`config.mk`:
```
export PLATFORM = sky130hd
export DESIGN_NAME = signed_int_to_decimal_ascii
export DESIGN_NICKNAME = d
export VERILOG_FILES = /design/src/sv/sitda_pkg.sv /design/src/sv/sitda_bcd_cell.sv /design/src/sv/signed_int_to_decimal_ascii.sv
export SDC_FILE = /design/constraint.sdc
export NUM_CORES = 1
export LEC_CHECK = 0
export BUFFER_PORTS_ARGS = -buffer_cell sky130_fd_sc_hd__buf_2
export CELL_PAD_IN_SITES_DETAIL_PLACEMENT = 1
export CELL_PAD_IN_SITES_GLOBAL_PLACEMENT = 2
export CORE_MARGIN = 2
export CORE_UTILIZATION = 30
export CTS_BUF_LIST = sky130_fd_sc_hd__clkbuf_16
export CTS_CLUSTER_DIAMETER = 200
export DETAILED_ROUTE_END_ITERATION = 12
export GPL_TIMING_DRIVEN = 0
export PLACE_DENSITY = 0.69
export SLEW_MARGIN = 10
export SYNTH_ARGS = -nofsm -noshare
export SYNTH_HDL_FRONTEND = slang
export SYNTH_SLANG_ARGS = --single-unit
```
`constraint.sdc`:
```
create_clock -name clk -period 2.32 [get_ports clk]
set_clock_uncertainty 0.05 [all_clocks]
set_input_delay 0.348 -clock clk [delete_from_list [all_inputs] [get_ports clk]]
set_output_delay 0.348 -clock clk [all_outputs]
set_load 0.02 [all_outputs]
```
`src/sv/sitda_pkg.sv`:
```
// Shared types and constants for the signed integer to decimal ASCII block.
// Used by sitda_bcd_cell and signed_int_to_decimal_ascii; no dependencies.
package sitda_pkg;

	localparam int VALUE_W     = 32;
	localparam int CHAR_W      = 8;
	localparam int NIB_W       = 4;
	localparam int STEP_W      = $clog2(VALUE_W);
	localparam int DIGIT_COUNT = 10;

	localparam logic [CHAR_W-1:0] ASCII_ZERO  = 8'h30;
	localparam logic [CHAR_W-1:0] ASCII_MINUS = 8'h2D;

	// Per-cycle command broadcast to every digit cell.
	typedef struct packed {
		logic clear;   // zero the digit
		logic dabble;  // add-3 correct, then shift one bit in from below
		logic move;    // take the whole digit from the lower neighbor
	} cell_ctl_t;

	typedef enum logic [2:0] {
		ST_IDLE = 3'b001,
		ST_CONV = 3'b010,
		ST_EMIT = 3'b100
	} state_t;

endpackage

```
`src/sv/sitda_bcd_cell.sv`:
```
// One BCD digit cell of the double dabble chain.
// Depends on sitda_pkg for the cell command struct and nibble width.
module sitda_bcd_cell (
	input  logic                       clk,
	input  logic                       arst_n,
	input  sitda_pkg::cell_ctl_t       ctl,
	input  logic                       bit_in,
	input  logic [sitda_pkg::NIB_W-1:0] nib_in,
	output logic [sitda_pkg::NIB_W-1:0] digit,
	output logic                       bit_out
);

	logic [sitda_pkg::NIB_W-1:0] digit_q;
	logic [sitda_pkg::NIB_W-1:0] corrected;

	// Add 3 to digits of 5 or more so the shift carries into the next decade.
	assign corrected = (digit_q >= sitda_pkg::NIB_W'(5)) ?
		digit_q + sitda_pkg::NIB_W'(3) : digit_q;
	assign bit_out   = corrected[sitda_pkg::NIB_W-1];
	assign digit     = digit_q;

	always_ff @(posedge clk or negedge arst_n) begin
		if (!arst_n) begin
			digit_q <= '0;
		end else if (ctl.clear) begin
			digit_q <= '0;
		end else if (ctl.dabble) begin
			digit_q <= {corrected[sitda_pkg::NIB_W-2:0], bit_in};
		end else if (ctl.move) begin
			digit_q <= nib_in;
		end
	end

endmodule

```
`src/sv/signed_int_to_decimal_ascii.sv`:
```
// Top level: signed 32-bit integer to decimal ASCII, one character per word.
// Depends on sitda_pkg and a chain of sitda_bcd_cell digit cells.
//
// Usage:
//   Input channel (value, in_valid, in_ready) takes one two's complement
//   integer per word. Output channel (character, last, out_valid, out_ready)
//   gives its decimal text, most significant character first: a leading '-'
//   for negative values, no leading zeros, and last high on the final digit.
//   Timing: after acceptance, bit-serial double dabble runs through the
//   digit cell chain, one shift per cycle. Emission then shifts the digits
//   up the chain one per cycle while the receiver does not stall; leading
//   zeros are dropped at one per cycle. in_ready is high only while the
//   block is idle, so a new integer is not taken until the final digit of
//   the previous one has been emitted.
//   The output register holds a character while out_ready is low; the chain
//   holds its digits until the character is taken.
//   Reset (arst_n low) clears the state machine, the output register and
//   all digit cells; in_ready is high as soon as the state machine is idle.
module signed_int_to_decimal_ascii #(
	parameter int DIGIT_COUNT = sitda_pkg::DIGIT_COUNT
) (
	input  logic                          clk,
	input  logic                          arst_n,
	input  logic signed [sitda_pkg::VALUE_W-1:0] value,
	input  logic                          in_valid,
	output logic                          in_ready,
	output logic [sitda_pkg::CHAR_W-1:0]  character,
	output logic                          last,
	output logic                          out_valid,
	input  logic                          out_ready
);

	localparam int REM_W = $clog2(DIGIT_COUNT + 1);

	sitda_pkg::state_t                   state_q;
	logic [sitda_pkg::VALUE_W-1:0]       binary_shift_q;
	logic [sitda_pkg::STEP_W-1:0]        step_q;
	logic                                neg_q;
	logic                                sign_pend_q;
	logic                                started_q;
	logic [REM_W-1:0]                    rem_q;
	logic                                out_valid_q;
	logic [sitda_pkg::CHAR_W-1:0]        character_q;
	logic                                last_q;

	logic                                in_acc;
	logic                                out_free;
	logic                                skip;
	logic                                emit_sign;
	logic                                emit_digit;
	logic [sitda_pkg::VALUE_W-1:0]       magnitude;
	logic [sitda_pkg::NIB_W-1:0]         top;
	sitda_pkg::cell_ctl_t                ctl;

	logic [sitda_pkg::NIB_W-1:0]         digit [DIGIT_COUNT];
	logic                                carry [DIGIT_COUNT];

	assign in_ready  = (state_q == sitda_pkg::ST_IDLE);
	assign in_acc    = in_valid && in_ready;
	assign out_free  = !out_valid_q || out_ready;
	assign magnitude = value[sitda_pkg::VALUE_W-1] ?
		($unsigned(~value) + sitda_pkg::VALUE_W'(1)) : $unsigned(value);
	assign top       = digit[DIGIT_COUNT-1];

	// Drop a leading zero, but always keep the units digit.
	assign skip       = (state_q == sitda_pkg::ST_EMIT) && !started_q &&
		(top == '0) && (rem_q != REM_W'(1));
	assign emit_sign  = (state_q == sitda_pkg::ST_EMIT) && out_free && sign_pend_q;
	assign emit_digit = (state_q == sitda_pkg::ST_EMIT) && out_free && !sign_pend_q &&
		!skip;

	assign ctl.clear  = in_acc;
	assign ctl.dabble = (state_q == sitda_pkg::ST_CONV);
	assign ctl.move   = skip || emit_digit;

	for (genvar i = 0; i < DIGIT_COUNT; i++) begin : g_cell
		logic                        bit_in;
		logic [sitda_pkg::NIB_W-1:0] nib_in;
		if (i == 0) begin : g_low
			assign bit_in = binary_shift_q[sitda_pkg::VALUE_W-1];
			assign nib_in = '0;
		end else begin : g_up
			assign bit_in = carry[i-1];
			assign nib_in = digit[i-1];
		end
		sitda_bcd_cell u_cell (
			.clk     (clk),
			.arst_n  (arst_n),
			.ctl     (ctl),
			.bit_in  (bit_in),
			.nib_in  (nib_in),
			.digit   (digit[i]),
			.bit_out (carry[i])
		);
	end

	always_ff @(posedge clk or negedge arst_n) begin
		if (!arst_n) begin
			state_q        <= sitda_pkg::ST_IDLE;
			binary_shift_q <= '0;
			step_q         <= '0;
			neg_q          <= 1'b0;
			sign_pend_q    <= 1'b0;
			started_q      <= 1'b0;
			rem_q          <= '0;
		end else begin
			unique case (state_q)
				sitda_pkg::ST_IDLE: begin
					if (in_acc) begin
						binary_shift_q <= magnitude;
						neg_q          <= value[sitda_pkg::VALUE_W-1];
						step_q         <= '0;
						state_q        <= sitda_pkg::ST_CONV;
					end
				end
				sitda_pkg::ST_CONV: begin
					binary_shift_q <= {binary_shift_q[sitda_pkg::VALUE_W-2:0], 1'b0};
					step_q         <= step_q + sitda_pkg::STEP_W'(1);
					if (step_q == sitda_pkg::STEP_W'(sitda_pkg::VALUE_W - 1)) begin
						sign_pend_q <= neg_q;
						started_q   <= 1'b0;
						rem_q       <= REM_W'(DIGIT_COUNT);
						state_q     <= sitda_pkg::ST_EMIT;
					end
				end
				sitda_pkg::ST_EMIT: begin
					if (emit_sign) begin
						sign_pend_q <= 1'b0;
					end
					if (skip) begin
						rem_q <= rem_q - REM_W'(1);
					end else if (emit_digit) begin
						rem_q     <= rem_q - REM_W'(1);
						started_q <= 1'b1;
						if (rem_q == REM_W'(1)) begin
							state_q <= sitda_pkg::ST_IDLE;
						end
					end
				end
				default: begin
					state_q <= sitda_pkg::ST_IDLE;
				end
			endcase
		end
	end

	// Output register: load a word when free, hold it while the receiver stalls.
	always_ff @(posedge clk or negedge arst_n) begin
		if (!arst_n) begin
			out_valid_q <= 1'b0;
		end else if (emit_sign || emit_digit) begin
			out_valid_q <= 1'b1;
		end else if (out_ready) begin
			out_valid_q <= 1'b0;
		end
	end

	always_ff @(posedge clk or negedge arst_n) begin
		if (!arst_n) begin
			character_q <= '0;
			last_q      <= 1'b0;
		end else if (emit_sign) begin
			character_q <= sitda_pkg::ASCII_MINUS;
			last_q      <= 1'b0;
		end else if (emit_digit) begin
			character_q <= sitda_pkg::ASCII_ZERO + sitda_pkg::CHAR_W'(top);
			last_q      <= (rem_q == REM_W'(1));
		end
	end

	assign out_valid = out_valid_q;
	assign character = character_q;
	assign last      = last_q;

	a_acc_to_conv: assert property (@(posedge clk) disable iff (!arst_n)
		in_acc |=> (state_q == sitda_pkg::ST_CONV))
		else $error("accepted word did not start a conversion");

	a_sign_in_emit: assert property (@(posedge clk) disable iff (!arst_n)
		sign_pend_q |-> (state_q == sitda_pkg::ST_EMIT))
		else $error("pending sign outside emission");

	a_rem_nonzero: assert property (@(posedge clk) disable iff (!arst_n)
		(state_q == sitda_pkg::ST_EMIT) |-> (rem_q != '0))
		else $error("emission with no digits left");

	a_last_ends: assert property (@(posedge clk) disable iff (!arst_n)
		(emit_digit && (rem_q == REM_W'(1))) |=> (state_q == sitda_pkg::ST_IDLE))
		else $error("final digit did not end the run");

endmodule

```
# Word-level counts from Yosys, hierarchy flattened
# Index checks and enable logic that the tools add are counted.
dict set report totals {
  wordCells 153
  in_bits 36
  ff_bits 97
  output_inout_bits 11
}
dict set report classes {
  n_lt_le_gt_ge 10
  reduce_logical 27
  mux 68
  eq_ne 13
  add_sub_neg 14
  n_bitwise 1
}
# cell n
set op_table {}
lappend op_table {{$mux W4} 42}
lappend op_table {{$mux W32} 2}
lappend op_table {{$pmux W32 S2} 1}
lappend op_table {{$ge A4 B3 Y1 const B} 10}
lappend op_table {{$add A4 B2 Y4 const B} 9}
lappend op_table {{$add A32 B1 Y32 const B} 1}
lappend op_table {{$not A32 Y32} 1}
lappend op_table {{$mux W3} 6}
lappend op_table {{$mux W8} 2}
lappend op_table {{$pmux W5 S2} 1}
lappend op_table {{$mux W1} 9}
lappend op_table {{$pmux W3 S3} 1}
lappend op_table {{$logic_and A1 B1 Y1} 8}
lappend op_table {{$pmux W4 S2} 1}
lappend op_table {{$reduce_bool A2 Y1} 4}
lappend op_table {{$add A6 B4 Y7 const A} 1}
lappend op_table {{$ne A2 B1 Y1 const B} 3}
lappend op_table {{$ne A2 B2 Y1 const B} 3}
lappend op_table {{$reduce_and A3 Y1} 2}
lappend op_table {{$add A5 B1 Y5 const B} 1}
lappend op_table {{$eq A5 B5 Y1 const B} 1}
lappend op_table {{$mux W5} 1}
lappend op_table {{$reduce_and A5 Y1} 1}
lappend op_table {{$eq A4 B1 Y1 const B} 1}
lappend op_table {{14 further kinds} 21}

# Depth between registers and ports, before layout
# Gate-level depths: netlist (run 1).
dict set report depth {
  depth_word 10
  depth_mapped 9
  depth_no_buf 7
}

# Modules after synthesis
# From an unflattened synthesis (run 1), not the netlist that was laid out.
dict set report unflattened {
  hier_cells 724
  area_unflattened_um2 6648.9
}
# module seq_area_each_um2 area_each_um2 cells_per_inst n_inst
set by_module_without_submodules {}
lappend by_module_without_submodules {sitda_bcd_cell 100.1 344.1 39 10}
lappend by_module_without_submodules {signed_int_to_decimal_ascii 1377.6 3208.1 334 1}

# Worst setup path after synthesis (run 1)
# OpenSTA, ideal clock, no wires.
dict set report synth_timing {
  path_kind {input port to flip-flop}
  start {input port value[6] (netlist bit)}
  end {register binary_shift_q[27] (netlist bit)}
  t_required_ps 2139
  arrival_time_ps 2250
  cell_stages 6
  setup_slack_ps -111
  path_cell_list {or4_1 -> buf_2 -> or4_4 -> or4_1 -> a222oi_1 -> nand2_1}
}
dict set report synth_via {
  elab_chain_cells 5
}
# element line
set synth_lines {}
lappend synth_lines {{start: declaration} signed_int_to_decimal_ascii.sv:24} ;# input logic signed [sitda_pkg::VALUE_W-1:0] value,
lappend synth_lines {{$not A32 Y32} signed_int_to_decimal_ascii.sv:62} ;# ($unsigned(~value) + sitda_pkg::VALUE_W'(1)) : $unsigned(value);
lappend synth_lines {{$add A32 B1 Y32} signed_int_to_decimal_ascii.sv:62}
lappend synth_lines {{$mux W32} signed_int_to_decimal_ascii.sv:61} ;# assign magnitude = value[sitda_pkg::VALUE_W-1] ?
lappend synth_lines {{$mux W32} signed_int_to_decimal_ascii.sv:109} ;# if (in_acc) begin
lappend synth_lines {{$pmux W32 S2} signed_int_to_decimal_ascii.sv:107} ;# unique case (state_q)
lappend synth_lines {{end signal: assignment} signed_int_to_decimal_ascii.sv:110} ;# binary_shift_q <= magnitude;
lappend synth_lines {{end signal: assignment} signed_int_to_decimal_ascii.sv:117} ;# binary_shift_q <= {binary_shift_q[sitda_pkg::VALUE_W-2:0], 1'b0};
lappend synth_lines {{end: declaration} signed_int_to_decimal_ascii.sv:36} ;# logic [sitda_pkg::VALUE_W-1:0] binary_shift_q;
# No other way between the ends. The select of a mux whose other input is x is not followed.
# A chain may end at the register's enable or synchronous reset.

# Final worst setup path (run 1)
dict set report layout_timing {
  start {input port value[10] (netlist bit)}
  end {register binary_shift_q[29] (netlist bit)}
}
# Same word-level chain as after synthesis.

==> results of run 1 <==
## worst max path at each step
stage | start | end | slack [ns] | cells past startpoint
2_1_floorplan | value[6] | binary_shift_q[27]$_DFFE_PN0P_ | -0.07 | 6
3_3_place_gp | rem_q[1]$_DFFE_PN0P_ | g_cell[2].u_cell.digit[0]$_DFFE_PN0P_ | -0.71 | 7
3_5_place_dp | rem_q[1]$_DFFE_PN0P_ | g_cell[1].u_cell.digit[0]$_DFFE_PN0P_ | -0.76 | 7
4_1_cts | state_q[0]$_DFFE_PN1P_ | binary_shift_q[31]$_DFFE_PN0P_ | 0.008 | 6
5_1_grt | value[10] | binary_shift_q[29]$_DFFE_PN0P_ | -0.04 | 6
6_report | value[10] | binary_shift_q[29]$_DFFE_PN0P_ | 0.07 | 6
## cells by family after synthesis
logic type	count (synthesis)	synth area share, %
compound gates	226	23.26
simple gates	211	18.48
flops	95	40.01
buf+inv	71	4.778
xor+xnor	31	4.567
fa+ha+maj	26	5.472
mux	20	3.368
other cells	1	0.06308
## per-stage QoR
step | total power (W) | cell area (sq um) | setup TNS [ns]
5_1_grt | 0.008104 | 7223 | -0.05502
2_1_floorplan | 0.004655 | 5973 | -0.1481
6_report | 0.007492 | 7223 | 0
3_3_place_gp | 0.005626 | 6520 | -68.55
3_5_place_dp | 0.005754 | 6554 | -46.69
4_1_cts | 0.007495 | 7084 | 0
## flip-flops by register name (all words and copies together) (netlist names), 3 cells and up
name and flops:
binary_shift_q 32, g_cell.u_cell.digit 40, step_q 5, character 6
rem_q 4, state_q 3
## synthesized netlist by cell type, types with 2 or more instances
master,n
nor4_1,7
a21oi_1,65
o31ai_1,3
nor2_1,47
nand3_1,8
xor2_1,13
nand2b_1,18
or3b_2,3
a31oi_1,2
or4_4,2
o41ai_1,14
nand2_1,54
and3_1,4
or2_2,2
xnor2_1,18
a222oi_1,2
inv_1,27
or4_1,4
nor3_2,3
buf_2,2
a22oi_1,15
nor4b_1,2
mux2i_1,20
dfrtp_1,94
a221oi_1,2
a21o_1,2
buf_4,4
a22o_1,7
buf_1,3
clkbuf_1,35
o21ai_0,70
nand4_1,2
or3_1,7
nand3b_1,3
o22ai_1,8
a211oi_1,33
nor3_1,26
nor3b_1,13
ha_1,26
## per-layer routing
layer | routed length [um] | global-route usage [%] | vias up
li1 | - | - | 2626
met1 | 10050 | 28.91 | 2809
met2 | 10070 | 35.82 | 75
met3 | 594 | 2.929 | 14
met4 | 229 | 5.570 | 0
met5 | 0 | 0 | -
## repair_timing
item                                    4_1_cts  5_1_grt
resized for setup                            38       38
hold buffers                                  1        0
setup buffers                                13        4
endpoints found under the setup margin       90       66
pin swaps                                     3        4
endpoints found under the hold margin        39        0
## final cells by class
type,count,area (sq um)
fill,2294,12240
multi-input combinational,516,3438
sequential,95,2380
timing repair buffer,62,425.4
tap,265,331.6
buffer,41,241.5
clock buffer,9,225.2
inverter,27,101.3
clock inverter,7,80.08
## worst max-delay path: stages
cell and delay (ns):
buf_2 0.13, or4_4 0.56, or4_4 0.54, or4_4 0.45, a222oi_1 0.32, nand2_1 0.08
## power by group
part | internal (W) | switching [W] | leakage [nW]
Combinational | 0.00123 | 0.00190 | 1.71
Sequential | 0.00221 | 0.000564 | 1.19
Clock | 0.000853 | 0.000741 | 0.148
Total | 0.00429 | 0.00320 | 3.04
==> flow_metrics.py, run 1 <==
metrics = {
    "critical_path": {
        "timing.rr.start": "g_cell[9].u_cell.digit[1]$_DFFE_PN0P_",
        "ff2ff_path_depth": 9,
        "crit_type": "input port to flop",
        "reg2reg_slack_ns": 0.10,
        "r2r_end": "g_cell[1].u_cell.digit[2]$_DFFE_PN0P_",
        "worstPathArrival_ns": 2.43,
        "cp_max_fo": 5,
        "start_kind": "input port",
        "cp.required_ns": 2.51,
        "endpoint_kind": "flop",
    },
    "run_status": {
        "outcome": "complete, no violations",
    },
    "power": {
        "power_density_mw_per_mm2": 1037,
        "p_leak_nw": 3.041,
        "ir_drop_mv": 0.3570,
    },
    "logic_synthesis": {
        "synth_area_leaders": "dfrtp_1, o21ai_0, a21oi_1",
        "netlist_area_sq_mm": 0.005944,
        "async_flop_share_pct": 100.0,
        "synth_top_area_cell": "dfrtp_1",
        "yosys_warnings": 0,
        "synthDistinctLibCells": 50,
        "synth_top_cell_area_share_pct": 39.57,
        "synth_enable_flop_cells": 0,
        "synth_seq_cells": 95,
        "syn-instance-count": 681,
        "synth_ff_type": "dfrtp_1",
        "ys_seq_area_share_pct": 40.01,
        "syn_avg_cell_area_sq_um": 8.729,
    },
    "min_path": {
        "hold_end": "state_q[1]$_DFFE_PN0P_",
        "hold_depth": 3,
        "hold_start": "in_valid",
        "min_path_type": "input port to flop",
    },
    "cells_and_area": {
        "drive_above_1_share_pct": 18.10,
        "nets": 814,
        "final_core_util_pct": 37.11,
        "fin_cells": 1022,
        "final_common_cell": "dfrtp_1",
        "num_antenna_cells": 0,
        "layout_common_cells": "dfrtp_1, o21ai_0, a21oi_1, nand2_1, nor2_1",
        "area_growth_pct": 21.51,
    },
    "routing": {
        "vias": 5524,
        "drc": 0,
        "ant_nets": 0,
        "vias_per_cell": 5.405,
        "wl_per_cell_um": 20.49,
        "wirelength_mm": 20.94,
        "drt-pass1-iter-count": 5,
        "drt_iter0_drc": 285,
    },
    "cts": {
        "clk_root_buffer_cell": "clkbuf_16",
        "cts.sinks": 95,
        "cts_buffers": 9,
        "htreeDepth": 3,
        "clk_path_buf_depth": 2,
        "clkLatencyLatePin_ns": 0.36,
        "cts_tree": "yes",
        "path_clk_slew_ns": 0.08,
    },
    "placed_design": {
        "dpl.hpwl_mm": 14.47,
        "dpl_worst_slack_ns": -0.7613,
        "dp_cells": 991,
        "gp_congestion": 0.8237,
        "numPortBuffers": 43,
    },
    "sta": {
        "setup_viol_count_final": 0,
        "hold_violations": 0,
        "whs_ns": 0.2108,
        "final_max_slew_viol_count": 0,
        "max_freq_mhz": 444.9,
        "finalCritPeriodShare_pct": 96.88,
        "max-slew-margin-rel_pct": 33.34,
        "fin_crit_ns": 2.248,
        "tightest_slew_ns": 0.9908,
        "final.setup.worst_slack_ns": 0.07229,
        "rsz0062_at_grt": "yes",
    },
    "grt": {
        "grt_pass1_wl_mm": 33.79,
        "antenna_found_initial": 0,
        "grt_pass1_vias": 5908,
        "gr-usage-all-layers_pct": 21.33,
        "grt_max_degree": 57,
        "gr-total-overflow": 0,
    },
    "die": {
        "die_h_um": 144.8,
        "ioPinCount": 47,
        "initial_core_util_pct": 30.54,
        "die_w_um": 144.8,
        "floorplan.rows": 51,
        "coreArea_sq_mm": 0.01946,
        "dieArea_sq_mm": 0.02096,
    },
    "flow_run": {
        "max_cap_violations": 0,
    },
}
No activity file was read; power rests on OpenSTA's default activity.
==> inputs of run 2 (changes only) <==
- CORE_UTILIZATION: 30 -> 34
- CTS_CLUSTER_SIZE: not set -> 25
- PLACE_DENSITY: 0.69 -> 0.77
- REMOVE_ABC_BUFFERS: not set -> 1
==> run 2 against run 1 <==
- first-iteration DRC count up 9.1%
- cell count is 5.7% lower
- register-to-register slack worse by 0.08 ns
- cell area fell by 0.99%
- hold slack gained 0.028 ns
- die area decreased by 11%
- wire length fell by 11%
- sequential cell count stayed put
- global-route usage hardly changed
- non-clock buffer count is 23 lower
- critical endpoint is now g_cell[2].u_cell.digit[3]$_DFFE_PN0P_
==> flow_metrics.py, run 2 (synthesized netlist as in run 1, its figures left out) <==
metrics = {
    "run_status": {
        "outcome": "complete, no violations",
    },
    "critical_path": {
        "crit_path_max_incr_delay_ns": 0.50,
        "crit_type": "flop to flop",
        "worstPathArrival_ns": 2.50,
        "r2r_end": "g_cell[2].u_cell.digit[3]$_DFFE_PN0P_",
        "cp_max_fo": 12,
        "ff2ff_path_depth": 8,
        "cp.required_ns": 2.52,
        "start_kind": "flop",
        "startpoint": "g_cell[9].u_cell.digit[0]$_DFFE_PN0P_",
        "endpoint_kind": "flop",
        "cp_slowest_cell": "or4b_1",
        "worstPathCellList": "inv_1 -> ha_1 -> or4b_1 -> nor3_4 -> buf_4 -> nor3_4 -> buf_4 -> o41ai_1",
        "timing.rr.start": "g_cell[9].u_cell.digit[0]$_DFFE_PN0P_",
        "reg2reg_slack_ns": 0.02,
    },
    "cells_and_area": {
        "num_antenna_cells": 0,
        "final_core_util_pct": 41.64,
        "largest_register_ffs": 40,
        "area_growth_pct": 20.31,
        "layout_common_cells": "dfrtp_1, o21ai_0, a21oi_1, nand2_1, nor2_1",
        "nets": 796,
        "drive_above_1_share_pct": 18.13,
        "final_common_cell": "dfrtp_1",
        "fin_cells": 964,
    },
    "die": {
        "dieArea_sq_mm": 0.01856,
        "floorplan.rows": 48,
        "die_w_um": 136.2,
        "die_h_um": 136.2,
        "coreArea_sq_mm": 0.01718,
        "ioPinCount": 47,
        "initial_core_util_pct": 34.61,
    },
    "routing": {
        "drt_iter0_drc": 311,
        "vias_per_cell": 5.691,
        "drc": 0,
        "vias": 5486,
        "drt-pass1-iter-count": 4,
        "wirelength_mm": 18.68,
        "ant_nets": 0,
        "wl_per_cell_um": 19.38,
    },
    "sta": {
        "fin_crit_ns": 2.298,
        "final_max_slew_viol_count": 0,
        "max_freq_mhz": 435.2,
        "hold_violations": 0,
        "finalCritPeriodShare_pct": 99.04,
        "setup_viol_count_final": 0,
        "rsz0062_at_grt": "yes",
        "tns_ns": 0,
        "whs_ns": 0.2390,
        "tightest_slew_ns": 0.8685,
        "max-slew-margin-rel_pct": 41.57,
    },
    "power": {
        "power_density_mw_per_mm2": 1048,
        "ir_drop_mv": 0.4435,
        "finalPower_w": 0.007492,
        "p_leak_nw": 3.002,
    },
    "placed_design": {
        "numPortBuffers": 44,
        "dp_cells": 921,
        "gp_congestion": 0.7885,
        "dpl.hpwl_mm": 11.71,
    },
    "grt": {
        "gr-usage-all-layers_pct": 21.30,
        "antenna_found_initial": 0,
        "grt_pass1_wl_mm": 30.91,
        "grt_max_degree": 56,
        "gr-total-overflow": 0,
        "grt_pass1_vias": 5806,
    },
    "cts": {
        "clkLatencyLatePin_ns": 0.36,
        "clk_path_buf_depth": 2,
        "cts_tree": "yes",
        "cts.sinks": 95,
        "cts_buffers": 9,
        "path_clk_slew_ns": 0.07,
        "htreeDepth": 3,
        "clk_root_buffer_cell": "clkbuf_16",
    },
    "min_path": {
        "hold_end": "binary_shift_q[0]$_DFFE_PN0P_",
        "hold_depth": 3,
        "min_path_type": "input port to flop",
        "hold_start": "value[0]",
    },
    "flow_run": {
        "max_cap_violations": 0,
    },
}
-- run 2: cell types whose count changed in the layout (fill, tap and decap cells not counted), moves of 5 or more --
| cell | change |
|---|---|
| buf_6 | +5 |
| buf_4 | +6 |
| clkbuf_2 | -13 |
| clkbuf_1 | -13 |
| clkbuf_4 | -5 |
-- run 2: worst max-delay path by stage --
| stage | to | slack [ns] | cells after the start |
|---|---|---|---|
| 4_1_cts | g_cell[2].u_cell.digit[0]$_DFFE_PN0P_ | -0.01 | 9 |
| 5_1_grt | g_cell[8].u_cell.digit[3]$_DFFE_PN0P_ | -0.06 | 8 |
| 3_3_place_gp | binary_shift_q[11]$_DFFE_PN0P_ | -8.20 | 5 |
| 3_5_place_dp | g_cell[1].u_cell.digit[2]$_DFFE_PN0P_ | -1.34 | 7 |
| 6_report | g_cell[2].u_cell.digit[3]$_DFFE_PN0P_ | 0.02 | 8 |
| 2_1_floorplan | binary_shift_q[11]$_DFFE_PN0P_ | -2.96 | 5 |
-- run 2: final cells by class --
type / count / area (sq um)
clock inverter: 7 / 73.82
inverter: 27 / 101.3
fill: 2060 / 10020
clock buffer: 9 / 225.2
timing repair buffer: 80 / 573.1
multi-input combinational: 521 / 3512
sequential: 95 / 2385
tap: 225 / 281.5
-- run 2: critical path, delay by kind of cell, from the launching register on --
kind / cells / cell delay [ns]
and+or+nand+nor: 3 / 0.71
AOI/OAI and AO/OA: 1 / 0.33
adders and majority gates: 1 / 0.16
buffers and inverters: 3 / 0.51
DFF: 1 / 0.42
-- run 2: what timing repair did --
action | 4_1_cts | 5_1_grt
buffers inserted | 10 | 11
hold buffers | 1 | 0
gates cloned | 5 | 0
endpoints found under the hold margin | 40 | 0
resized for setup | 13 | 15
setup endpoints to repair | 73 | 37
pin swaps | 6 | 4
-- run 2: routing by layer --
| metal | routed length [um] | global-route usage (%) |
|---|---|---|
| met2 | 8911 | 36.01 |
| met4 | 285 | 6.192 |
| met3 | 614 | 2.871 |
| met5 | 0 | 0 |
| met1 | 8866 | 28.43 |
-- run 2: power by group --
part	internal, W	leakage, nW	switching [W]
sequential	0.00222	1.18	0.000545
combinational	0.00135	1.68	0.00183
clock	0.000837	0.135	0.000714
-- run 2: through the flow --
step | setup WS (ns) | instance area (sq um)
finish | 0.02219 | 7152
global route | -0.06248 | 7152
CTS | -0.01243 | 6992
detailed placement | -1.335 | 6507
global placement | -8.200 | 6267
floorplan | -2.964 | 5766
==> inputs of run 3 (changes only) <==
- RECOVER_POWER: not set -> 50
==> run 3 against run 2 <==
- clock power about the same
- combinational power about the same
- die area unchanged
- power about the same
- largest cell class unchanged
==> flow_metrics.py, run 3 (synthesized netlist as in run 1, its figures left out) <==
metrics = {
    "sta": {
        "fin_crit_ns": 2.298,
        "max_freq_mhz": 435.2,
        "rsz0062_at_grt": "yes",
        "tightest_slew_ns": 1.111,
        "final_max_slew_viol_count": 0,
        "max-slew-margin-rel_pct": 25.95,
        "whs_ns": 0.2390,
        "finalCritPeriodShare_pct": 99.04,
        "hold_violations": 0,
        "setup_viol_count_final": 0,
    },
    "placed_design": {
        "dpl.hpwl_mm": 11.71,
        "numPortBuffers": 44,
        "dp_cells": 921,
        "gp_congestion": 0.7885,
        "dpl_cell_area_sq_mm": 0.006507,
    },
    "power": {
        "ir_drop_mv": 0.4437,
        "power_density_mw_per_mm2": 1051,
        "p_leak_nw": 2.983,
        "finalPower_w": 0.007487,
    },
    "critical_path": {
        "cp_max_fo": 7,
        "endpoint_kind": "flop",
        "r2r_end": "g_cell[3].u_cell.digit[2]$_DFFE_PN0P_",
        "startpoint": "g_cell[9].u_cell.digit[0]$_DFFE_PN0P_",
        "ff2ff_path_depth": 8,
        "timing.rr.start": "g_cell[9].u_cell.digit[0]$_DFFE_PN0P_",
        "start_kind": "flop",
        "worstPathArrival_ns": 2.46,
        "reg2reg_slack_ns": 0.02,
        "endpoint": "g_cell[3].u_cell.digit[2]$_DFFE_PN0P_",
        "cp.required_ns": 2.49,
        "crit_type": "flop to flop",
    },
    "routing": {
        "ant_nets": 0,
        "vias_per_cell": 5.677,
        "wl_per_cell_um": 19.41,
        "wirelength_mm": 18.71,
        "drc": 0,
        "vias": 5473,
        "drt-pass1-iter-count": 4,
        "drt_iter0_drc": 318,
    },
    "grt": {
        "gr-total-overflow": 0,
        "gr-usage-all-layers_pct": 21.30,
        "grt_pass1_wl_mm": 30.91,
        "grt_pass1_vias": 5806,
        "grt_max_degree": 56,
        "antenna_found_initial": 0,
    },
    "cells_and_area": {
        "area_growth_pct": 19.87,
        "drive_above_1_share_pct": 17.73,
        "final_area_sq_mm": 0.007126,
        "layout_common_cells": "dfrtp_1, o21ai_0, a21oi_1, nand2_1, nor2_1",
        "largest_register_ffs": 40,
        "nets": 796,
        "num_antenna_cells": 0,
        "fin_cells": 964,
        "final_common_cell": "dfrtp_1",
    },
    "die": {
        "dieArea_sq_mm": 0.01856,
        "die_w_um": 136.2,
        "initial_core_util_pct": 34.61,
        "coreArea_sq_mm": 0.01718,
        "ioPinCount": 47,
        "floorplan.rows": 48,
        "die_h_um": 136.2,
    },
    "cts": {
        "clkLatencyLatePin_ns": 0.36,
        "clk_path_buf_depth": 2,
        "path_clk_slew_ns": 0.07,
        "htreeDepth": 3,
        "clk_root_buffer_cell": "clkbuf_16",
        "cts.sinks": 95,
        "cts_tree": "yes",
        "cts_buffers": 9,
    },
    "min_path": {
        "hold_start": "value[0]",
        "min_path_type": "input port to flop",
    },
    "flow_run": {
        "max_cap_violations": 0,
    },
    "run_status": {
        "outcome": "complete, no violations",
    },
}
run 3: per-layer routing:
layer	part of all wire [%]	vias up	GRT usage (%)
met1	48	2766	28.43
met2	48	95	36.01
met5	0	-	0
met3	3.4	17	2.871
li1	-	2595	-
met4	1.4	0	6.192
run 3: report_power, final:
part / switching (W) / internal, W / total [W] / leakage, nW
combinational: 0.00183 / 0.00135 / 0.00317 / 1.66
sequential: 0.000545 / 0.00222 / 0.00276 / 1.18
clock: 0.000712 / 0.000837 / 0.00155 / 0.135
total: 0.00309 / 0.00440 / 0.00749 / 2.98
run 3: layout make-up:
| type | count | area, sq um |
|---|---|---|
| Timing Repair Buffer | 80 | 546.8 |
| Clock buffer | 9 | 225.2 |
| Fill cell | 2064 | 10050 |
| Multi-Input combinational cell | 521 | 3512 |
| Clock inverter | 7 | 73.82 |
| Tap cell | 225 | 281.5 |
| Sequential cell | 95 | 2385 |
| Inverter | 27 | 101.3 |
run 3: repair_timing:
item,4_1_cts,5_1_grt
cloned,5,0
setup buffers,10,11
pin swaps,6,4
setup endpoints to repair,73,37
hold endpoints to repair,40,0
resized for setup,13,15
hold buffers,1,0
run 3: worst max-delay path: stages (launching register included):
cell,delay (ns)
dfrtp_1,0.42
inv_1,0.14
ha_1,0.16
or4b_1,0.50
nor3_4,0.15
buf_4,0.17
or2_4,0.23
mux2i_1,0.24
a211oi_1,0.09
run 3: through the flow:
| stage | utilization [%] | worst slack [ns] | TNS, ns |
|---|---|---|---|
| after floorplan | - | -2.964 | -143.06 |
| after global placement | 36.49 | -8.200 | -447.78 |
| after detailed placement | 37.89 | -1.335 | -53.19 |
| after CTS | 40.71 | -0.01243 | -0.03096 |
| after global routing | 41.48 | -0.06248 | -0.4905 |
| final | 41.48 | 0.02216 | 0 |
run 3: how the worst min path moves through the flow:
stage / end / slack (ns) / depth (start not counted)
6_report: binary_shift_q[0]$_DFFE_PN0P_ / 0.24 / 3
5_1_grt: binary_shift_q[0]$_DFFE_PN0P_ / 0.27 / 3
4_1_cts: binary_shift_q[0]$_DFFE_PN0P_ / 0.24 / 3
3_5_place_dp: character[5]$_DFFE_PN0P_ / 0.25 / 1
3_3_place_gp: character[5]$_DFFE_PN0P_ / 0.40 / 1
2_1_floorplan: binary_shift_q[0]$_DFFE_PN0P_ / 0.002 / 0
